[src/i2cm_pkg.sv]
`timescale 1ns / 1ps

package i2cm_pkg;

	// Byte width on the bus.
	localparam int DATA_BITS = 8;

	// Depth of the queue between the front and the back.
	localparam int FIFO_DEPTH = 4;
	localparam int FIFO_AW    = $clog2(FIFO_DEPTH);

	// Command codes as they arrive on the func field.
	localparam logic [2:0] FUNC_START = 3'd1;
	localparam logic [2:0] FUNC_STOP  = 3'd2;
	localparam logic [2:0] FUNC_WRITE = 3'd3;
	localparam logic [2:0] FUNC_READ  = 3'd4;

	// Configuration register indexes.
	localparam int         CFG_IDX_W        = 2;
	localparam logic [1:0] REG_PHASE_TICKS  = 2'd0;
	localparam logic [1:0] REG_STOP_ON_NACK = 2'd1;

	// Configuration reset values.
	localparam logic [7:0] PHASE_TICKS_RST  = 8'd5;
	localparam logic       STOP_ON_NACK_RST = 1'b1;

	// Classified command, as the front hands it to the back.
	typedef enum logic [2:0] {
		CMD_NONE,
		CMD_START,
		CMD_STOP,
		CMD_WRITE,
		CMD_READ
	} cmd_t;

	// Bus phase sequencer states.
	typedef enum logic [3:0] {
		ST_IDLE,
		ST_STA1,
		ST_STA2,
		ST_STP1,
		ST_STP2,
		ST_STP3,
		ST_WLO,
		ST_WHI,
		ST_ALO,
		ST_AHI,
		ST_RLO,
		ST_RHI,
		ST_KLO,
		ST_KHI
	} step_t;

	// One queued tick.
	typedef struct packed {
		cmd_t                 cmd;
		logic [DATA_BITS-1:0] write_data;
		logic                 ack_to_send;
		logic                 sda_sample;
	} qword_t;

	// Queue status seen by both sides.
	typedef struct packed {
		logic empty;
		logic full;
	} qstat_t;

	// Configuration register file.
	typedef struct packed {
		logic [7:0] phase_ticks;
		logic       stop_on_nack;
	} cfg_t;

	// One result word.
	typedef struct packed {
		logic                 scl_level;
		logic                 sda_release;
		logic                 busy_res;
		logic                 done_res;
		logic [DATA_BITS-1:0] read_data;
		logic                 nack_seen;
	} res_t;

endpackage

[src/i2cm_if.sv]
`timescale 1ns / 1ps

// Command tick channel.
interface i2cm_cmd_if;
	logic                           valid;
	logic                           ready;
	logic [2:0]                     func;
	logic [i2cm_pkg::DATA_BITS-1:0] write_data;
	logic                           ack_to_send;
	logic                           sda_sample;

	modport source (output valid, output func, output write_data, output ack_to_send,
		output sda_sample, input ready);
	modport sink (input valid, input func, input write_data, input ack_to_send,
		input sda_sample, output ready);
endinterface

// Result word channel.
interface i2cm_res_if;
	logic                           valid;
	logic                           ready;
	logic                           scl_level;
	logic                           sda_release;
	logic                           busy_res;
	logic                           done_res;
	logic [i2cm_pkg::DATA_BITS-1:0] read_data;
	logic                           nack_seen;

	modport source (output valid, output scl_level, output sda_release, output busy_res,
		output done_res, output read_data, output nack_seen, input ready);
	modport sink (input valid, input scl_level, input sda_release, input busy_res,
		input done_res, input read_data, input nack_seen, output ready);
endinterface

[src/i2cm_front.sv]
`timescale 1ns / 1ps

module i2cm_front (
	input  logic                  clk,
	input  logic                  arst_n,
	i2cm_cmd_if.sink              cmd,
	input  i2cm_pkg::qstat_t      qstat,
	output logic                  push,
	output i2cm_pkg::qword_t      push_word
);

	logic             valid_s1;
	i2cm_pkg::qword_t word_s1;
	i2cm_pkg::qword_t word_d;

	// Map the raw func code to a command; unknown codes act as no command.
	function automatic i2cm_pkg::cmd_t classify(input logic [2:0] func);
		i2cm_pkg::cmd_t c;
		case (func)
			i2cm_pkg::FUNC_START: c = i2cm_pkg::CMD_START;
			i2cm_pkg::FUNC_STOP:  c = i2cm_pkg::CMD_STOP;
			i2cm_pkg::FUNC_WRITE: c = i2cm_pkg::CMD_WRITE;
			i2cm_pkg::FUNC_READ:  c = i2cm_pkg::CMD_READ;
			default:              c = i2cm_pkg::CMD_NONE;
		endcase
		return c;
	endfunction

	// Build the queue word from the incoming tick.
	always_comb begin
		word_d.cmd         = classify(cmd.func);
		word_d.write_data  = cmd.write_data;
		word_d.ack_to_send = cmd.ack_to_send;
		word_d.sda_sample  = cmd.sda_sample;
	end

	// The stage is free when empty or when it drains into the queue this cycle.
	assign push      = valid_s1 && !qstat.full;
	assign cmd.ready = !valid_s1 || !qstat.full;
	assign push_word = word_s1;

	// Stage valid flag.
	always_ff @(posedge clk or negedge arst_n) begin
		if (!arst_n) begin
			valid_s1 <= 1'b0;
		end else if (cmd.ready) begin
			valid_s1 <= cmd.valid;
		end
	end

	// Stage payload.
	always_ff @(posedge clk) begin
		if (cmd.valid && cmd.ready) begin
			word_s1 <= word_d;
		end
	end

endmodule

[src/i2cm_fifo.sv]
`timescale 1ns / 1ps

module i2cm_fifo (
	input  logic             clk,
	input  logic             arst_n,
	input  logic             push,
	input  i2cm_pkg::qword_t push_word,
	input  logic             pop,
	output i2cm_pkg::qword_t pop_word,
	output i2cm_pkg::qstat_t qstat
);

	i2cm_pkg::qword_t               mem_q [i2cm_pkg::FIFO_DEPTH];
	logic [i2cm_pkg::FIFO_AW-1:0]   wptr_q;
	logic [i2cm_pkg::FIFO_AW-1:0]   rptr_q;
	logic [i2cm_pkg::FIFO_AW:0]     count_q;

	assign qstat.empty = (count_q == '0);
	assign qstat.full  = (count_q == (i2cm_pkg::FIFO_AW + 1)'(i2cm_pkg::FIFO_DEPTH));
	assign pop_word    = mem_q[rptr_q];

	// Pointers and fill count.
	always_ff @(posedge clk or negedge arst_n) begin
		if (!arst_n) begin
			wptr_q  <= '0;
			rptr_q  <= '0;
			count_q <= '0;
		end else begin
			if (push) begin
				wptr_q <= wptr_q + 1'b1;
			end
			if (pop) begin
				rptr_q <= rptr_q + 1'b1;
			end
			if (push && !pop) begin
				count_q <= count_q + 1'b1;
			end else if (pop && !push) begin
				count_q <= count_q - 1'b1;
			end
		end
	end

	// Storage.
	always_ff @(posedge clk) begin
		if (push) begin
			mem_q[wptr_q] <= push_word;
		end
	end

endmodule

[src/i2cm_back.sv]
`timescale 1ns / 1ps

module i2cm_back (
	input  logic             clk,
	input  logic             arst_n,
	input  i2cm_pkg::cfg_t   cfg,
	input  i2cm_pkg::qstat_t qstat,
	input  i2cm_pkg::qword_t pop_word,
	output logic             pop,
	i2cm_res_if.source       res
);

	localparam int DB = i2cm_pkg::DATA_BITS;

	// Sequencer state.
	i2cm_pkg::step_t st_q, st_n;
	logic [7:0]      phase_q, phase_n;
	logic [3:0]      bit_q, bit_n;
	logic [DB-1:0]   shift_q, shift_n;
	logic            ack_q, ack_n;
	logic            scl_q, scl_n;
	logic            sda_q, sda_n;
	logic [DB-1:0]   rx_q, rx_n;
	logic            nack_q, nack_n;

	// Output register.
	logic            res_valid_q;
	i2cm_pkg::res_t  res_q;

	logic            done;
	logic            go;
	i2cm_pkg::step_t go_st;
	logic [7:0]      limit;
	logic [7:0]      phase_inc;

	// Take a tick whenever the output register is free or being drained.
	assign pop = !qstat.empty && (!res_valid_q || res.ready);

	assign limit     = (cfg.phase_ticks == '0) ? 8'd1 : cfg.phase_ticks;
	assign phase_inc = phase_q + 8'd1;

	// One tick of the phase sequencer.
	always_comb begin
		st_n    = st_q;
		phase_n = phase_q;
		bit_n   = bit_q;
		shift_n = shift_q;
		ack_n   = ack_q;
		scl_n   = scl_q;
		sda_n   = sda_q;
		rx_n    = rx_q;
		nack_n  = nack_q;
		done    = 1'b0;
		go      = 1'b0;
		go_st   = i2cm_pkg::ST_IDLE;

		if (st_q == i2cm_pkg::ST_IDLE) begin
			// Idle: start a new command.
			bit_n = '0;
			case (pop_word.cmd)
				i2cm_pkg::CMD_START: begin
					go    = 1'b1;
					go_st = i2cm_pkg::ST_STA1;
				end
				i2cm_pkg::CMD_STOP: begin
					go    = 1'b1;
					go_st = i2cm_pkg::ST_STP1;
				end
				i2cm_pkg::CMD_WRITE: begin
					shift_n = pop_word.write_data;
					go      = 1'b1;
					go_st   = i2cm_pkg::ST_WLO;
				end
				i2cm_pkg::CMD_READ: begin
					shift_n = '0;
					ack_n   = pop_word.ack_to_send;
					go      = 1'b1;
					go_st   = i2cm_pkg::ST_RLO;
				end
				default: ;
			endcase
		end else begin
			// Busy: count the phase and move on when it has run its length.
			phase_n = phase_inc;
			if (phase_inc >= limit) begin
				case (st_q)
					i2cm_pkg::ST_STA1: begin
						go    = 1'b1;
						go_st = i2cm_pkg::ST_STA2;
					end
					i2cm_pkg::ST_STA2: begin
						scl_n = 1'b0;
						st_n  = i2cm_pkg::ST_IDLE;
						done  = 1'b1;
					end
					i2cm_pkg::ST_STP1: begin
						go    = 1'b1;
						go_st = i2cm_pkg::ST_STP2;
					end
					i2cm_pkg::ST_STP2: begin
						go    = 1'b1;
						go_st = i2cm_pkg::ST_STP3;
					end
					i2cm_pkg::ST_STP3: begin
						st_n = i2cm_pkg::ST_IDLE;
						done = 1'b1;
					end
					i2cm_pkg::ST_WLO: begin
						go    = 1'b1;
						go_st = i2cm_pkg::ST_WHI;
					end
					i2cm_pkg::ST_WHI: begin
						shift_n = {shift_q[DB-2:0], 1'b0};
						bit_n   = bit_q + 4'd1;
						go      = 1'b1;
						go_st   = (bit_n >= 4'(DB)) ? i2cm_pkg::ST_ALO : i2cm_pkg::ST_WLO;
					end
					i2cm_pkg::ST_ALO: begin
						go    = 1'b1;
						go_st = i2cm_pkg::ST_AHI;
					end
					i2cm_pkg::ST_AHI: begin
						// The acknowledge is sampled once, at the end of its high phase.
						nack_n = pop_word.sda_sample;
						if (pop_word.sda_sample && cfg.stop_on_nack) begin
							go    = 1'b1;
							go_st = i2cm_pkg::ST_STP1;
						end else begin
							scl_n = 1'b0;
							st_n  = i2cm_pkg::ST_IDLE;
							done  = 1'b1;
						end
					end
					i2cm_pkg::ST_RLO: begin
						go    = 1'b1;
						go_st = i2cm_pkg::ST_RHI;
					end
					i2cm_pkg::ST_RHI: begin
						shift_n = {shift_q[DB-2:0], pop_word.sda_sample};
						bit_n   = bit_q + 4'd1;
						go      = 1'b1;
						if (bit_n >= 4'(DB)) begin
							rx_n  = shift_n;
							go_st = i2cm_pkg::ST_KLO;
						end else begin
							go_st = i2cm_pkg::ST_RLO;
						end
					end
					i2cm_pkg::ST_KLO: begin
						go    = 1'b1;
						go_st = i2cm_pkg::ST_KHI;
					end
					i2cm_pkg::ST_KHI: begin
						scl_n = 1'b0;
						st_n  = i2cm_pkg::ST_IDLE;
						done  = 1'b1;
					end
					default: begin
						st_n = i2cm_pkg::ST_IDLE;
					end
				endcase
			end
		end

		// Entering a phase sets its line levels and restarts the phase count.
		if (go) begin
			st_n    = go_st;
			phase_n = '0;
			case (go_st)
				i2cm_pkg::ST_STA1: begin scl_n = 1'b1; sda_n = 1'b1; end
				i2cm_pkg::ST_STA2: begin scl_n = 1'b1; sda_n = 1'b0; end
				i2cm_pkg::ST_STP1: begin scl_n = 1'b0; sda_n = 1'b0; end
				i2cm_pkg::ST_STP2: begin scl_n = 1'b1; sda_n = 1'b0; end
				i2cm_pkg::ST_STP3: begin scl_n = 1'b1; sda_n = 1'b1; end
				i2cm_pkg::ST_WLO:  begin scl_n = 1'b0; sda_n = shift_n[DB-1]; end
				i2cm_pkg::ST_WHI:  begin scl_n = 1'b1; end
				i2cm_pkg::ST_ALO:  begin scl_n = 1'b0; sda_n = 1'b1; end
				i2cm_pkg::ST_AHI:  begin scl_n = 1'b1; sda_n = 1'b1; end
				i2cm_pkg::ST_RLO:  begin scl_n = 1'b0; sda_n = 1'b1; end
				i2cm_pkg::ST_RHI:  begin scl_n = 1'b1; sda_n = 1'b1; end
				i2cm_pkg::ST_KLO:  begin scl_n = 1'b0; sda_n = ack_n; end
				i2cm_pkg::ST_KHI:  begin scl_n = 1'b1; end
				default:           st_n = i2cm_pkg::ST_IDLE;
			endcase
		end
	end

	// Sequencer registers advance once per taken tick.
	always_ff @(posedge clk or negedge arst_n) begin
		if (!arst_n) begin
			st_q    <= i2cm_pkg::ST_IDLE;
			phase_q <= '0;
			bit_q   <= '0;
			shift_q <= '0;
			ack_q   <= 1'b0;
			scl_q   <= 1'b1;
			sda_q   <= 1'b1;
			rx_q    <= '0;
			nack_q  <= 1'b0;
		end else if (pop) begin
			st_q    <= st_n;
			phase_q <= phase_n;
			bit_q   <= bit_n;
			shift_q <= shift_n;
			ack_q   <= ack_n;
			scl_q   <= scl_n;
			sda_q   <= sda_n;
			rx_q    <= rx_n;
			nack_q  <= nack_n;
		end
	end

	// Output register valid flag.
	always_ff @(posedge clk or negedge arst_n) begin
		if (!arst_n) begin
			res_valid_q <= 1'b0;
		end else if (pop) begin
			res_valid_q <= 1'b1;
		end else if (res.ready) begin
			res_valid_q <= 1'b0;
		end
	end

	// Output register payload.
	always_ff @(posedge clk) begin
		if (pop) begin
			res_q.scl_level   <= scl_n;
			res_q.sda_release <= sda_n;
			res_q.busy_res    <= (st_n != i2cm_pkg::ST_IDLE);
			res_q.done_res    <= done;
			res_q.read_data   <= rx_n;
			res_q.nack_seen   <= nack_n;
		end
	end

	assign res.valid       = res_valid_q;
	assign res.scl_level   = res_q.scl_level;
	assign res.sda_release = res_q.sda_release;
	assign res.busy_res    = res_q.busy_res;
	assign res.done_res    = res_q.done_res;
	assign res.read_data   = res_q.read_data;
	assign res.nack_seen   = res_q.nack_seen;

endmodule

[src/i2c_master_byte_engine.sv]
// Throughput: one command word per clock while the queue has room, one result
// word per command word. A result word passes the front stage register, the
// queue, then the sequencer step into the output register.
// A four-word queue lets the command side keep running while results stall.
// Reset (arst_n low) idles the sequencer, releases SCL and SDA, clears the
// received byte and NACK flag, and loads phase_ticks 5 and stop_on_nack 1.
`timescale 1ns / 1ps

module i2c_master_byte_engine (
	input  logic                                clk,
	input  logic                                arst_n,
	input  logic                                cfg_we,
	input  logic [i2cm_pkg::CFG_IDX_W-1:0]      cfg_idx,
	input  logic [7:0]                          cfg_wdata,
	i2cm_cmd_if.sink                            cmd,
	i2cm_res_if.source                          res
);

	i2cm_pkg::cfg_t   cfg_q;
	i2cm_pkg::qstat_t qstat;
	i2cm_pkg::qword_t push_word;
	i2cm_pkg::qword_t pop_word;
	logic             push;
	logic             pop;

	// Configuration registers; unknown indexes are dropped.
	always_ff @(posedge clk or negedge arst_n) begin
		if (!arst_n) begin
			cfg_q.phase_ticks  <= i2cm_pkg::PHASE_TICKS_RST;
			cfg_q.stop_on_nack <= i2cm_pkg::STOP_ON_NACK_RST;
		end else if (cfg_we) begin
			case (cfg_idx)
				i2cm_pkg::REG_PHASE_TICKS:  cfg_q.phase_ticks  <= cfg_wdata;
				i2cm_pkg::REG_STOP_ON_NACK: cfg_q.stop_on_nack <= cfg_wdata[0];
				default: ;
			endcase
		end
	end

	// Front: take and classify command words.
	i2cm_front u_front (
		.clk       (clk),
		.arst_n    (arst_n),
		.cmd       (cmd),
		.qstat     (qstat),
		.push      (push),
		.push_word (push_word)
	);

	// Queue between front and back.
	i2cm_fifo u_fifo (
		.clk       (clk),
		.arst_n    (arst_n),
		.push      (push),
		.push_word (push_word),
		.pop       (pop),
		.pop_word  (pop_word),
		.qstat     (qstat)
	);

	// Back: bus phase sequencer and result register.
	i2cm_back u_back (
		.clk      (clk),
		.arst_n   (arst_n),
		.cfg      (cfg_q),
		.qstat    (qstat),
		.pop_word (pop_word),
		.pop      (pop),
		.res      (res)
	);

endmodule

[src/flat_wrapper.sv]
// flat-port wrapper written by rule: the top's interface ports become plain ports
module i2c_master_byte_engine_flat 
  (clk, arst_n, cfg_we, cfg_idx, cfg_wdata, cmd_valid, cmd_func, cmd_write_data, cmd_ack_to_send, cmd_sda_sample, cmd_ready, res_valid, res_scl_level, res_sda_release, res_busy_res, res_done_res, res_read_data, res_nack_seen, res_ready);
  i2cm_cmd_if cmd_i ();
  i2cm_res_if res_i ();
  input  logic clk;
  input  logic arst_n;
  input  logic cfg_we;
  input  logic [i2cm_pkg::CFG_IDX_W-1:0] cfg_idx;
  input  logic [7:0] cfg_wdata;
  input wire logic [$bits(cmd_i.valid)-1:0] cmd_valid;
  input wire logic [$bits(cmd_i.func)-1:0] cmd_func;
  input wire logic [$bits(cmd_i.write_data)-1:0] cmd_write_data;
  input wire logic [$bits(cmd_i.ack_to_send)-1:0] cmd_ack_to_send;
  input wire logic [$bits(cmd_i.sda_sample)-1:0] cmd_sda_sample;
  output wire logic [$bits(cmd_i.ready)-1:0] cmd_ready;
  output wire logic [$bits(res_i.valid)-1:0] res_valid;
  output wire logic [$bits(res_i.scl_level)-1:0] res_scl_level;
  output wire logic [$bits(res_i.sda_release)-1:0] res_sda_release;
  output wire logic [$bits(res_i.busy_res)-1:0] res_busy_res;
  output wire logic [$bits(res_i.done_res)-1:0] res_done_res;
  output wire logic [$bits(res_i.read_data)-1:0] res_read_data;
  output wire logic [$bits(res_i.nack_seen)-1:0] res_nack_seen;
  input wire logic [$bits(res_i.ready)-1:0] res_ready;
  assign cmd_i.valid = cmd_valid;
  assign cmd_i.func = cmd_func;
  assign cmd_i.write_data = cmd_write_data;
  assign cmd_i.ack_to_send = cmd_ack_to_send;
  assign cmd_i.sda_sample = cmd_sda_sample;
  assign cmd_ready = cmd_i.ready;
  assign res_valid = res_i.valid;
  assign res_scl_level = res_i.scl_level;
  assign res_sda_release = res_i.sda_release;
  assign res_busy_res = res_i.busy_res;
  assign res_done_res = res_i.done_res;
  assign res_read_data = res_i.read_data;
  assign res_nack_seen = res_i.nack_seen;
  assign res_i.ready = res_ready;
  i2c_master_byte_engine u_core (.clk(clk), .arst_n(arst_n), .cfg_we(cfg_we), .cfg_idx(cfg_idx), .cfg_wdata(cfg_wdata), .cmd(cmd_i), .res(res_i));
endmodule
[config.mk]
export PLATFORM = sky130hd
export DESIGN_NAME = i2c_master_byte_engine_flat
export DESIGN_NICKNAME = d
export VERILOG_FILES = /design/src/i2cm_pkg.sv /design/src/i2cm_if.sv /design/src/i2cm_front.sv /design/src/i2cm_fifo.sv /design/src/i2cm_back.sv /design/src/i2c_master_byte_engine.sv /design/src/flat_wrapper.sv
export SDC_FILE = /design/constraint.sdc
export NUM_CORES = 1
export LEC_CHECK = 0
export ABC_AREA = 0
export BUFFER_PORTS_ARGS = -buffer_cell sky130_fd_sc_hd__buf_2
export CORE_UTILIZATION = 62
export CTS_BUF_LIST = sky130_fd_sc_hd__clkbuf_4 sky130_fd_sc_hd__clkbuf_8
export DETAILED_ROUTE_END_ITERATION = 8
export GPL_ROUTABILITY_DRIVEN = 0
export PLACE_DENSITY = 0.82
export REMOVE_ABC_BUFFERS = 1
export SYNTH_ARGS = -nofsm -noshare
export SYNTH_HDL_FRONTEND = slang
export SYNTH_HIERARCHICAL = 1
export SYNTH_SLANG_ARGS = --single-unit
export TNS_END_PERCENT = 50
[constraint.sdc]
create_clock -name clk -period 4.3 [get_ports clk]
set_clock_uncertainty 0.1 [all_clocks]
set_input_delay 0.43 -clock clk [delete_from_list [all_inputs] [get_ports clk]]
set_output_delay 0.43 -clock clk [all_outputs]
set_load 0.02 [all_outputs]
### Word-level counts from Yosys, hierarchy flattened

Memory sizes are Yosys's and may differ from the RTL's.
Cells that the tools add are included.

| cells by class | value |
|---|---|
| add/subtract/negate cells | 6 |
| magnitude comparators | 2 |
| equal/unequal tests | 38 |
| muxes and demuxes | 54 |
| bitwise gates (word level) | 1 |
| reduce and logical (&&, ||, !) cells | 40 |

Operator list:

| cell | number |
|---|---|
| $mux 8 | 9 |
| $eq 4x4->1 const B | 12 |
| $mux 4 | 11 |
| $pmux 4 s10 | 1 |
| $eq 4x3->1 const B | 8 |
| $pmux 8 s2 | 2 |
| $mux 1 | 19 |
| $eq 4x2->1 const B | 4 |
| $pmux 4 s4 | 1 |
| $reduce_or 13->1 | 1 |
| $eq 3x2->1 const B | 4 |
| $pmux 3 s4 | 1 |
| $eq 3x3->1 const B | 3 |
| $mux 3 | 3 |
| $reduce_or 9->1 | 1 |
| $add 8x1->8 const B | 1 |
| $eq 4x1->1 const B | 2 |
| $ge 8x8->1 | 1 |
| $logic_not 8->1 | 1 |
| $pmux 1 s2 | 4 |
| $pmux 4 s2 | 1 |
| $reduce_bool 2->1 | 4 |
| $reduce_or 8->1 | 1 |
| $eq 3x1->1 const B | 2 |
| other kinds (27) | 44 |

| storage, ports and cells | value |
|---|---|
| register bits after elaboration | 80 |
| RAM bits | 52 |
| output and inout port bits | 15 |
| memories kept | 1 |

Memory list:

| name | words | width | read ports | clocked after memory_dff | write ports | RTL line | RTL |
|---|---|---|---|---|---|---|---|
| u_core.u_fifo.mem_q | 4 | 13 | 1 | 0 | 1 | i2cm_fifo.sv:13 | `i2cm_pkg::qword_t mem_q [i2cm_pkg::FIFO_DEPTH];` |

### Depth between registers and ports, before layout

| logic depth | value |
|---|---|
| depth in word-level cells | 11 |
| gate-level depth with buffers | 14 |

### Modules after synthesis

The synthesis kept the hierarchy.

Modules (own cells, without submodules):

| module | times used | cells an instance | area an instance (sq um) | sequential area each (sq um) |
|---|---|---|---|---|
| i2cm_back | 1 | 326 | 2,969.1 | 1,318.8 |
| i2cm_fifo | 1 | 102 | 2,299.7 | 1,736.7 |
| i2cm_front | 1 | 21 | 470.5 | 415.4 |
| i2c_master_byte_engine | 1 | 20 | 356.6 | 229.0 |

### Worst setup path before layout

OpenSTA, ideal clock, no wires.

| path | value |
|---|---|
| path type | reg-to-reg |
| start point | register u_core.u_back.phase_q[0] |
| end point | register, netlist name u_core/u_back/res.sda_release |
| setup time | 0.260 ns |
| data arrival time | 2.889 ns |
| setup slack | 1.051 ns |
| stages on the path, launching flop included | 13 |
| buffers on the path | 1 |
| path through | dfrtp_1 > ha_1 > nand3_1 > nor2_1 > xor2_1 > ha_1 > o21ai_1 > o21ai_0 > nand2_1 > or4_1 > buf_2 > nand2_1 > mux2_2 |

| on the way | value |
|---|---|
| word-level cells in the longest chain between the ends | 8 |
| elaborated cells on any way between the ends | 23 |
| classes of those cells | 1 x add/sub; 1 x order compare; 11 x eq/ne; 8 x mux; 2 x reduce/logical |

Ends and longest elaborated chain:

| item | RTL line | RTL |
|---|---|---|
| start, declared | i2cm_back.sv:17 | `logic [7:0] phase_q, phase_n;` |
| start signal, assigned | i2cm_back.sv:202 | `phase_q <= phase_n;` |
| $add 8x1->8 (*) | i2cm_back.sv:40 | `assign phase_inc = phase_q + 8'd1;` |
| $ge 8x8->1 (*) | i2cm_back.sv:85 | `if (phase_inc >= limit) begin` |
| $mux 4 | i2cm_back.sv:85 |  |
| $mux 4 | i2cm_back.sv:57 | `if (st_q == i2cm_pkg::ST_IDLE) begin` |
| $eq 4x4->1 (tied with other cells) | i2cm_back.sv:169 | `case (go_st)` |
| $reduce_or 6->1 (no line) or $reduce_or 3->1 (tied branches) | - |  |
| $pmux 1 s4 | i2cm_back.sv:169 |  |
| $mux 1 (*) | i2cm_back.sv:166 | `if (go) begin` |
| named net u_core.u_back.sda_n | i2cm_back.sv:22 | `logic sda_q, sda_n;` |

The timed path passes the listed nets; every way through them passes the cells marked *. The select of a mux whose other input is x is not followed.
A chain may end at the register's enable or synchronous reset.

### Final worst setup path

| path | value |
|---|---|
| start point | register u_core.u_back.phase_q[0] |
| end point | register, netlist name u_core/u_back/res.sda_release |

| on the way | value |
|---|---|
| word-level cells in the longest chain between the ends | 8 |
| elaborated cells on any way between the ends | 23 |
| classes of those cells | 1 x add/sub; 1 x order compare; 11 x eq/ne; 8 x mux; 2 x reduce/logical |

Ends and longest elaborated chain:

| item | RTL line |
|---|---|
| $add 8x1->8 (*) | i2cm_back.sv:40 |
| $ge 8x8->1 (*) | i2cm_back.sv:85 |
| $mux 4 | i2cm_back.sv:85 |
| $mux 4 | i2cm_back.sv:57 |
| $eq 4x4->1 (tied with other cells) | i2cm_back.sv:169 |
| $reduce_or 6->1 (no line) or $reduce_or 3->1 (tied branches) | - |
| $pmux 1 s4 | i2cm_back.sv:169 |
| $mux 1 (*) | i2cm_back.sv:166 |
| named net u_core.u_back.sda_n | i2cm_back.sv:22 |

Marked as above.

==> impl_summary.md <==
Routing
The wire length after detailed routing is ~11000 µm. The total DRC errors in the routed layout is 0. The residual antenna-violating net count after detailed routing is 0.

The wire length on met3 is roughly 520 µm. For this block, the initial DRC count from the detailed router was between 200 and 300. The number of optimization iterations in the first detailed-route pass is 5. In the detailed route, the total length drawn on met2 is about 5700 µm. The sum of routed wire segments on met1 is 4750 µm.

The highest metal layer used by the detailed router is met4. The routed wire length per instance is 16.7 µm. The number of vias in the routed layout is between 3k and 4k. The average vias per placed instance is 5.79.

Worst setup path
The startpoint identified for the worst register-to-register timing path is u_core/u_back/phase_q[0]. Measured in cells, the most critical reg-to-reg path has a length of 13. Data on the critical path is required at its endpoint by 4.38 ns. The worst setup path is captured at a register. The startpoint class of the critical path is a register.

The capture point of the worst reg-to-reg path is u_core/u_back/res.sda_release. The number of gates on the worst path with buffers counted is 13. The number of buffers and inverters on the critical path is 1.

The largest single stage delay on the critical path is 0.43 ns. The critical path goes through ha_1 -> nand3_1 -> nor2_1 -> xor2_1 -> ha_1 -> o21ai_1 -> o21ai_0 -> inv_1 -> nor2_1 -> a31oi_2 -> o21ai_0 -> nand2_1 -> mux2_2. Setup slack on the worst reg-to-reg path comes out at roughly 0.55 ns.

Among all stages on the critical path, the largest delay is contributed by sky130_fd_sc_hd__dfrtp_1. The startpoint-to-endpoint class of the critical path is reg -> reg. In this run the worst path has a maximum fanout of 7. The top cell family by delay on the critical path is compound AO/OA/AOI/OAI gates. The data arrival time at the worst-slack endpoint is 3.84 ns.

Floorplan
The die extent in y is 101 µm. The die covers 0.0102 mm². The die boundary width is 101 µm. The initial standard-cell utilization of the core is 65.0%. The number of top-level pins is 43. Row generation in the floorplan step produced 35 rows. After floorplanning, the core was sized to cover 0.00937 mm².

Synth
The commonest register cell after synthesis is sky130_fd_sc_hd__edfxtp_1. Counting flops with an async set or reset pin after synthesis yields a share of 40.9%. Yosys instantiated no cell more often than sky130_fd_sc_hd__edfxtp_1. Sorting the synthesized cells by area gives the leading types as sky130_fd_sc_hd__edfxtp_1 (38%), sky130_fd_sc_hd__dfrtp_1 (20%), sky130_fd_sc_hd__nand2_1 (3.4%), sky130_fd_sc_hd__mux2_2 (3.1%), sky130_fd_sc_hd__ha_1 (3.1%). The number of synthesized flops with an enable pin is 78. The count of synthesis-stage warnings from yosys is 6. The largest area contributor in the netlist is sky130_fd_sc_hd__edfxtp_1. The distinct cell type count after synthesis is 66. A synthesized cell averages 13.0 µm². The proportion of netlist area held by the largest area contributor is between 30% and 40%. After synthesis, the most frequently instantiated cells are sky130_fd_sc_hd__edfxtp_1 (78), sky130_fd_sc_hd__nand2_1 (55), sky130_fd_sc_hd__dfrtp_1 (49).

The cell area after synthesis is 0.00610 mm². The cell count after synthesis came out at 469. The synthesis-stage register bit count is 132. The share of the Yosys chip area taken by registers is 60.7%.

Clock tree
The root buffer selected by CTS is sky130_fd_sc_hd__clkbuf_8. Clock-pin slew was measured on the worst setup and hold paths at around 0.090 ns. The number of cells upsized or downsized after cts is 0. Buffers added to address setup during post-CTS repair amount to 0. The clock net sink count is 132. TritonCTS built the clock tree. The later pin in the worst-skew pair is clocked with a latency of 0.43 ns.

After clock tree synthesis, the flow added hold-fix buffers numbering 0. The H-tree was split into 4 levels. Counting along the longest clock path gives a buffer depth of 2.

TritonCTS created 17 clock buffers.

Power and ir drop
The power density over the cells is 650 mW/mm². In this run the static leakage power is 0.00276 µW. The maximum resistive drop on vdd is between 0.4 and 0.5 mV.

Timing
Setup repair after global routing left no endpoint under its margin. The fraction of the cycle the final worst path needs is about 87%. At the pin with the least slew margin, the transition time is 0.710 ns. The total count of max-transition violations in the final report is 0.

The clock period minus worst slack is 3.75 ns. The top achievable clock speed is 267 MHz. The max-slew headroom at the worst pin is roughly 53%. The number of endpoints with negative hold slack in the final report came to 0. The worst hold slack across all endpoints is 0.00850 ns. Setup violations remaining at the end of the flow were counted as 0. Once routing completed, OpenROAD measured the worst setup slack at 0.549 ns. The post-route setup TNS is 0 ns.

Placed design
The final HPWL from detailed placement is 7530 µm. Prior to clock tree synthesis, the placed netlist has a worst setup slack of 0.605 ns. Buffers placed on the I/O ports in this run total 42.

Global route
The number of antenna violations at the first check in global routing is 0. In the global route stage, overall resource usage came out at approximately a quarter. Summed over all layers, the global routing overflow is 0. The first global-routing pass estimated 18500 µm of wire. The number of global-route vias before repair is 3881.

Entering global routing, the biggest net connects 55 pins.

Cells and area
The layout net count is around 570. The count of inserted antenna diode cells is 0. The sequential cells in the finished layout cover a total of 0.00370 mm². In the final layout, the multi-input gates occupy between 0.002 and 0.0025 mm². Cells with a size suffix above 1 make up between 20% and 30% of the layout.

From synthesis to final layout, the design area changed by 12.3%. Once layout is complete, the utilization of the core stands at 73.1%. Fill cells in the final layout number 609.

Run
Across the run, the number of max-cap violations was 0.

Run status
The run finished with clean final reports.

Min path
In this run the worst hold path is classified as in -> async.
[state kept, by name (all words and copies together) (netlist names), 8 cells and up]
register                     cells
u_core/cfg_q                     9
u_core/u_back/phase_q            8
u_core/u_back/res.read_data      8
u_core/u_back/rx_q               8
u_core/u_back/shift_q            8
u_core/u_fifo/mem_q             52
u_core/u_front/push_word        13
[power breakdown]
| part | switching, µW | internal [µW] |
|---|---|---|
| combinational | 815 | 592 |
| clock | 564 | 495 |
| sequential | 273 | 1710 |
| total | 1650 | 2800 |
[worst max path at each step]
stage | start | endpoint | slack [ns]
5_1_grt | u_core/u_back/phase_q[2] | u_core/u_back/res.sda_release | 0.16
4_1_cts | u_core/u_back/phase_q[0] | u_core/u_back/res.sda_release | 0.58
2_1_floorplan | u_core/u_back/phase_q[0] | u_core/u_back/res.sda_release | 1.01
3_5_place_dp | u_core/u_back/phase_q[0] | u_core/u_back/res.sda_release | 0.60
6_report | u_core/u_back/phase_q[0] | u_core/u_back/res.sda_release | 0.55
3_3_place_gp | u_core/u_back/phase_q[0] | u_core/u_back/res.sda_release | 0.72
[per-layer routing]
metal / vias to the layer above / GRT usage (%)
met5: - / 0
met4: 0 / 10.0
met3: 15 / 6.00
met2: 105 / 41.1
met1: 1892 / 30.7
li1: 1826 / -
[layout make-up]
cell class / instances / share of cell area [%]
clock buffers: 17 / 3.42
repair buffers: 48 / 3.73
well taps: 129 / 2.36
inverters: 16 / 0.877
clock inverters: 15 / 2.69
multi-input cells: 306 / 32.9
flip-flops and latches: 132 / 54.0
[through the flow]
step | instance area (µm²) | power (µW) | instances
after floorplan | 6010 | 2970 | 454
after global placement | 6430 | 3310 | 631
after detailed placement | 6430 | 3400 | 631
after CTS | 6850 | 4470 | 663
after global routing | 6850 | 4710 | 663
final | 6850 | 4450 | 663
[placed cells by master, fill, tap and decap left out, drive strengths merged, types with 15 or more instances in the layout]
cell    netlist  layout
a21oi        23      23
ha           15      15
nand2        55      55
nor2         35      35
buf           5      48
inv          15      23
o21ai        26      26
edfxtp       78      78
dfrtp        49      49
mux2         25      25
clkbuf       10      17
[logic make-up after synthesis]
logic type	Yosys count	share of synthesized area, %
DFF	132	60.7
muxes	39	9.89
and+or+nand+nor	147	11.7
AOI/OAI and AO/OA	89	9.81
xor gates and xnor gates	15	2.16
adders and majority gates	16	3.41
buffers and inverters	31	2.36
Power figures use the tool's default switching activity.
